## config.mk

```make
export PLATFORM = sky130hd
export DESIGN_NAME = mwsn_norm
export DESIGN_NICKNAME = d
export VERILOG_FILES = /design/src/mwsn_pkg.sv /design/src/mwsn_norm.sv
export SDC_FILE = /design/constraint.sdc
export NUM_CORES = 1
export LEC_CHECK = 0
export BUFFER_PORTS_ARGS = -buffer_cell sky130_fd_sc_hd__buf_2
export CORE_ASPECT_RATIO = 0.9
export CORE_MARGIN = 1.5
export CORE_UTILIZATION = 43
export CTS_CLUSTER_DIAMETER = 60
export CTS_CLUSTER_SIZE = 40
export DETAILED_ROUTE_END_ITERATION = 10
export SETUP_SLACK_MARGIN = 0.2
export SLEW_MARGIN = 20
export SYNTH_ARGS = -nofsm -noshare
export SYNTH_HDL_FRONTEND = slang
export SYNTH_SLANG_ARGS = --single-unit
export TNS_END_PERCENT = 30
```

## constraint.sdc

```tcl
create_clock -name clk -period 28.7 [get_ports clk]
set_input_delay 4.305 -clock clk [delete_from_list [all_inputs] [get_ports clk]]
set_output_delay 4.305 -clock clk [all_outputs]
set_load 0.05 [all_outputs]
```

## src/mwsn_pkg.sv

```systemverilog
// Shared constants, types and codes for the terrain map normal block.
`timescale 1ns / 1ps
package mwsn_pkg;
  localparam int MapWidth  = 512;
  localparam int MapHeight = 512;
  localparam int MaxRadius = 15;
  localparam int XW   = $clog2(MapWidth);
  localparam int YW   = $clog2(MapHeight);
  localparam int AW   = XW + YW;
  localparam int MapDepth = MapWidth * MapHeight;
  // 16 clear steps per cycle would need a wide port; sweep one entry per cycle
  localparam int SumW = 16;   // |sum| <= 31*31*15 < 2^15
  localparam int TotW = 2 * SumW;
  localparam int QW   = 30;   // a^2/total * 2^28 <= 2^28, plus margin

  typedef enum logic [1:0] {
    OP_WRITE = 2'd0,
    OP_NORMAL = 2'd1,
    OP_EMPTY = 2'd2,
    OP_NONE = 2'd3
  } op_t;

  typedef struct packed {
    logic              start;
    logic signed [SumW-1:0] s;
    logic [TotW-1:0]   total;
  } norm_req_t;

  typedef struct packed {
    logic              done;
    logic signed [15:0] m;
  } norm_rsp_t;
endpackage

```

## src/mwsn_norm.sv

```systemverilog
// Normal component unit: long division a^2/total to 28 fraction bits, then isqrt.
`timescale 1ns / 1ps
module mwsn_norm (
  input  logic                  clk,
  input  logic                  rst,
  input  mwsn_pkg::norm_req_t   req,
  output mwsn_pkg::norm_rsp_t   rsp
);
  import mwsn_pkg::*;
  typedef enum logic [3:0] {
    S_IDLE = 4'b0001,
    S_SQ   = 4'b0010,
    S_DIV  = 4'b0100,
    S_SQRT = 4'b1000
  } st_t;
  st_t st;
  logic neg;
  logic [SumW-1:0] a;
  logic [TotW-1:0] tot;
  logic [TotW:0] rem;
  logic [TotW-1:0] num;
  logic [QW-1:0] q;
  logic [5:0] cnt;
  logic [QW+1:0] n, res, bit_r;
  logic [TotW:0] rem_sh;
  logic [QW+1:0] trial;

  assign rem_sh = {rem[TotW-1:0], num[TotW-1]};
  assign trial = res + bit_r;

  always_ff @(posedge clk) begin
    if (rst) begin
      st <= S_IDLE;
      rsp.done <= 1'b0;
    end else begin
      rsp.done <= 1'b0;
      case (st)
        S_IDLE: begin
          if (req.start) begin
            neg <= req.s[SumW-1];
            a   <= req.s[SumW-1] ? SumW'(-req.s) : req.s;
            tot <= req.total;
            st  <= S_SQ;
          end
        end
        S_SQ: begin
          num <= TotW'(a * a);
          rem <= '0;
          q   <= '0;
          cnt <= 6'(TotW + 28);
          st  <= S_DIV;
        end
        S_DIV: begin
          // restoring division, one quotient bit per cycle (num then zeros)
          if (rem_sh >= {1'b0, tot}) begin
            rem <= rem_sh - {1'b0, tot};
            q   <= {q[QW-2:0], 1'b1};
          end else begin
            rem <= rem_sh;
            q   <= {q[QW-2:0], 1'b0};
          end
          num <= {num[TotW-2:0], 1'b0};
          cnt <= cnt - 6'd1;
          if (cnt == 6'd1) begin
            st <= S_SQRT;
            res <= '0;
            bit_r <= (QW+2)'(1) << 30;
          end
        end
        S_SQRT: begin
          if (cnt == 6'd0) begin
            n <= {2'b00, q};
            cnt <= 6'd1;
          end else if (bit_r == '0) begin
            rsp.done <= 1'b1;
            rsp.m <= neg ? -16'(res) : 16'(res);
            st <= S_IDLE;
          end else begin
            if (n >= trial) begin
              n <= n - trial;
              res <= (res >> 1) + bit_r;
            end else begin
              res <= res >> 1;
            end
            bit_r <= bit_r >> 2;
          end
        end
        default: st <= S_IDLE;
      endcase
    end
  end
endmodule

```

Word-level counts from Yosys, hierarchy flattened --
Cells that the tools add are included.
Word-level totals: register bits 266, input bits 51, output and inout bits 17, logic and storage cells 81
Cells by class: add/sub/neg operators 7, multiply operators 1, order comparisons 2, equal/unequal tests 12, multiplexer cells 27, bitwise gates (word level) 3, reduce and logical (&&, ||, !) cells 14
Operator list (count):
- 2-to-1 mux 32 bit | 10
- case mux 32 bit (2 select lines) | 4
- subtractor 32 bit | 2
- case mux 30 bit (2 select lines) | 1
- greater-or-equal comparator 33 x 32 -> 1 bit | 1
- adder 31 x 32 -> 32 bit | 1
- adder 32 bit | 1
- greater-or-equal comparator 32 bit | 1
- logical NOT 32 bit | 1
- multiplier 16 x 16 -> 32 bit | 1
- negator 16 bit | 2
- 2-to-1 mux 30 bit | 1
- case mux 6 bit (3 select lines) | 1
- 2-to-1 mux 17 bit | 1
- 2-to-1 mux 16 bit | 1
- 2-to-1 mux 4 bit | 4
- case mux 4 bit (4 select lines) | 1
- 2-to-1 mux 15 bit | 1
- inequality test 2 bit, second input constant | 7
- AND reduction 4 bit | 3
- equality test 6 x 1 -> 1 bit, second input constant | 1
- logical NOT 6 bit | 1
- 2-to-1 mux 6 bit | 1
- AND reduction 3 bit | 2
- 12 further kinds | 16

Longest topological paths before layout --
depth after elaboration 6, mapped depth 25, depth with buffers taken out 24

Worst setup path before layout --
No wires, ideal clock.
kind input -> register, start input port rst, end register num[0], enable pin, setup time 0.778 ns, arrival time 13.426 ns, setup slack 14.496 ns, stages 2, path buffers 1, path through clkbuf_1 nor4_1
Between the ends: cells in the longest elaborated chain, start to end 2
RTL lines:
- start: declaration | line mwsn_norm.sv:5 | input logic rst,
- NOT 1 bit (no line)
- AND reduction 2 bit (no line)
- end signal: assignment | line mwsn_norm.sv:47 | num <= TotW'(a * a);
- end signal: assignment | line mwsn_norm.sv:62 | num <= {num[TotW-2:0], 1'b0};
- end: declaration | line mwsn_norm.sv:21 | logic [TotW-1:0] num;
No other way between the ends. A chain may end at the register's enable or synchronous reset.

Worst setup path after layout --
start register a[4], end register num[25] (data pin)
Between the ends: cells in the longest elaborated chain, start to end 2
RTL lines:
- start: declaration | line mwsn_norm.sv:18 | logic [SumW-1:0] a;
- start signal: assignment | line mwsn_norm.sv:41 | a <= req.s[SumW-1] ? SumW'(-req.s) : req.s;
- multiplier 16 x 16 -> 32 bit | line mwsn_norm.sv:47
- case mux 32 bit (2 select lines) | line mwsn_norm.sv:37 | case (st)
No other way between the ends.

==> flow_metrics.env <==
export IMPL_run_status="finished clean"
export IMPL_synth_seq_cells=250
export IMPL_synth_xor_area_frac=0.06688
export IMPL_critPathSlowestCell="o41ai_1"
export IMPL_arrival_ns=7.20
export IMPL_min_from="num[2]"
export IMPL_fin_crit_sh=0.2403
export IMPL_slowest_delay_ns=0.88
export IMPL_setup_viol=0
export IMPL_core_area_sq_um=51990
export IMPL_async_flop_share=0
export IMPL_synthMuxAreaShare=0.01191
export IMPL_row_count=79
export IMPL_cp_max_fo=18
export IMPL_place_gp_congestion=0.8711
export IMPL_synth_top_family_by_area="adder cells"
export IMPL_rsz0062_at_grt="false"
export IMPL_setup_tns_ns=0
export IMPL_final_nets=2772
export IMPL_hold_depth=2
export IMPL_cts_hold_buf=0
export IMPL_synth_area_sq_um=22790
export IMPL_via_per_inst=5.347
export IMPL_synth_cell_types=76
export IMPL_drtAntennaViolNets=0
export IMPL_seq_area_frac_synth=0.3272
export IMPL_syn_nets=2742
export IMPL_cp_data_required_time_ns=29.00
export IMPL_die_area_sq_um=54390
export IMPL_gr_total_overflow=0
export IMPL_critPathKind="reg2reg"
export IMPL_min_path_type="reg2reg"
export IMPL_r2r_cells=21
export IMPL_critPathTopFamily="adder cells"
export IMPL_path_clk_slew_ns=0.07
export IMPL_synthSimpleGateAreaFrac=0.1347
export IMPL_p_leak_nw=10.88
export IMPL_synth_top_cell_area_share=0.3228
export IMPL_drt_met1_wl_mm=22.75
export IMPL_endpoint_kind="register"
export IMPL_r2r_start="a[4]"
export IMPL_root_buffer="clkbuf_16"
export IMPL_dp_slack_ns=21.84
export IMPL_hold_viol=0
export IMPL_reg2reg_to="num[25]"
export IMPL_ioPinCount=68
export IMPL_power_density_nw_per_um2=87.67
export IMPL_final_max_slew_viol_count=0
export IMPL_antenna_cells=0
export IMPL_drtIter0Drc=825
export IMPL_grt_max_degree=61
export IMPL_period_needed_ns=6.896
export IMPL_post_synth_fa_ha_maj_area_fraction=0.2578
export IMPL_timing_hold_ws_ns=0.5122
export IMPL_synth_area_leaders="edfxtp_1, fa_1, ha_1"
export IMPL_yosys_area_top_type="edfxtp_1"
export IMPL_synth_enable_flop_cells=245
export IMPL_wl_mm=49.81
export IMPL_drv_cap=0
export IMPL_postSynthCellCount=2321
export IMPL_syn_to_final_growth_pct=8.538
export IMPL_wl_met3_mm=1.600
export IMPL_clock_sinks=250
export IMPL_yosysWarnings=0
export IMPL_synth_main_ff_cell="edfxtp_1"
export IMPL_relSlewSlack=0.3111
export IMPL_crit_chain="nand2_1, inv_1, fa_1, inv_1, fa_1, inv_1, fa_1, fa_1, fa_1, inv_1, fa_1, inv_1, ha_1, a21o_1, nor3_1, o21ai_0, nand2_1, o41ai_1, a41oi_1, mux2i_1, a31oi_1"
export IMPL_post_cts_buffers=0
export IMPL_dpl_cell_area_sq_um=23720
export IMPL_cts_resized=0
export IMPL_crit_path_start_kind="register"
export IMPL_die_w_microns=245.7
export IMPL_grt_pass1_wl_mm=82.79
export IMPL_setup_slack_ns=21.80
export IMPL_grt_pass1_vias=16537
export IMPL_synth_area_per_cell_sq_um=9.818
export IMPL_wl_met2_mm=24.17
export IMPL_clock_latency_ns=0.59
export IMPL_cts_tree="yes"
export IMPL_whs_endpoint="num[3]"
export IMPL_crit_top_cell="fa_1"
export IMPL_die_h_microns=221.4
export IMPL_start_util=0.4383
export IMPL_top_layer="met5"
export IMPL_post_drt_wl_per_cell_microns=16.27
export IMPL_num_vias=16374
export IMPL_clock_path_buffers=3
export IMPL_fin_area_sq_um=24730
export IMPL_synth_compound_area_frac=0.1308
export IMPL_cp_num_buf_inv=5
export IMPL_firstDrtPassIters=5
export IMPL_grtUsageTotal=0.1843
export IMPL_antenna_found_initial=1
export IMPL_io_buffers=67
export IMPL_peakVddDrop_v=0.0001546
export IMPL_tightestPinTransition_ns=1.020
export IMPL_drive_gt1_frac=0.07540
export IMPL_drc=0
export IMPL_fmax_mhz=145.0
export IMPL_cts_htree_levels=1
export IMPL_fin_skew_ns=0.01910
export IMPL_power_w=0.002168
export IMPL_cts_buffers=29
export IMPL_reg2reg_slack_ns=21.80
export IMPL_dp_hpwl_mm=37.59
cells in the final DEF (no fill, tap or decap), drive strengths merged, types with 6 or more instances in the layout:
cell,instances
o31ai,19
nand4,17
o21a,18
buf,81
xor2,75
ha,204
a21oi,121
o21bai,30
and2,87
a221oi,6
a31o,7
nand3,14
clkbuf,33
nor4,10
o41ai,7
o211ai,8
nor2,164
o21ai,99
edfxtp,245
a21boi,6
a21o,48
mux2i,26
a31oi,31
nand2,205
fa,166
nand2b,21
xnor2,99
clkinv,9
or3,14
nor3,41
a211oi,26
a211o,7
and3,26
inv,334
nor2b,18
worst max path at each step:
stage          from      end  slack [ns]  cells past startpoint
4_1_cts        a[5]  num[25]       21.82                     23
6_report       a[4]  num[25]       21.80                     21
3_5_place_dp   a[5]  num[25]       21.84                     23
2_1_floorplan   rst   num[0]       14.50                      2
5_1_grt        a[4]  num[27]       21.49                     21
3_3_place_gp   a[1]  num[25]       21.99                     22
synthesized netlist by cell type (all sizes together) (8+ instances only):
cell type / number
fa: 166
edfxtp: 245
mux2i: 26
xnor2: 99
o21bai: 30
a211oi: 26
buf: 21
inv: 321
nand4: 17
o211ai: 8
and3: 26
xor2: 75
nand2: 205
nor3: 41
or3: 14
a21o: 48
nor2: 164
o21ai: 99
o21a: 18
nor2b: 18
and2: 87
a31oi: 31
nand3: 14
ha: 204
clkbuf: 61
a21oi: 121
nand2b: 21
o31ai: 19
nor4: 10
layer usage:
layer	global-route usage	up-vias
met5	0	-
met4	0.05027	2
met3	0.01977	71
met2	0.3128	263
met1	0.2490	8042
li1	-	7996
tightest hold or removal path, cell delays in order, from the launching register on:
cell      delay, ns
edfxtp_1       0.32
nand2_1        0.05
nand2_1        0.04
where the power goes:
group          internal (W)  switching [W]
registers          0.000469     0.00000923
logic              0.000561       0.000740
clock network      0.000205       0.000184
total               0.00124       0.000933
sequential cells by signal, indices dropped and copies added, names as in the netlist, 4 cells and up:
name and cells:
n 32, num 32, rem 32, res 32, tot 32, q 30
rsp 17, a 16, bit_r 16, cnt 6, st 4
cells by family after synthesis:
kind of cell             after synthesis
AO/OA/AOI/OAI                        456
AND/OR/NAND/NOR                      640
multiplexers                          27
adder cells (fa/ha/maj)              370
buffers and inverters                404
flip-flops                           250
XOR/XNOR                             174
through the flow:
stage          cells    util
4_1_cts         3062  0.4757
3_5_place_dp    3008  0.4563
6_report        3062  0.4757
2_1_floorplan   2321       -
5_1_grt         3062  0.4757
3_3_place_gp    3008  0.4563
cell type report:
class | instances | area (sq um)
Multi-Input combinational cell | 1667 | 13750
Clock buffer | 33 | 770.7
Timing Repair Buffer | 81 | 440.4
Fill cell | 4965 | 27260
Clock inverter | 21 | 241.5
Inverter | 322 | 1209
Sequential cell | 250 | 7457
Tap cell | 688 | 860.8
No activity file was read; power rests on OpenSTA's default activity.
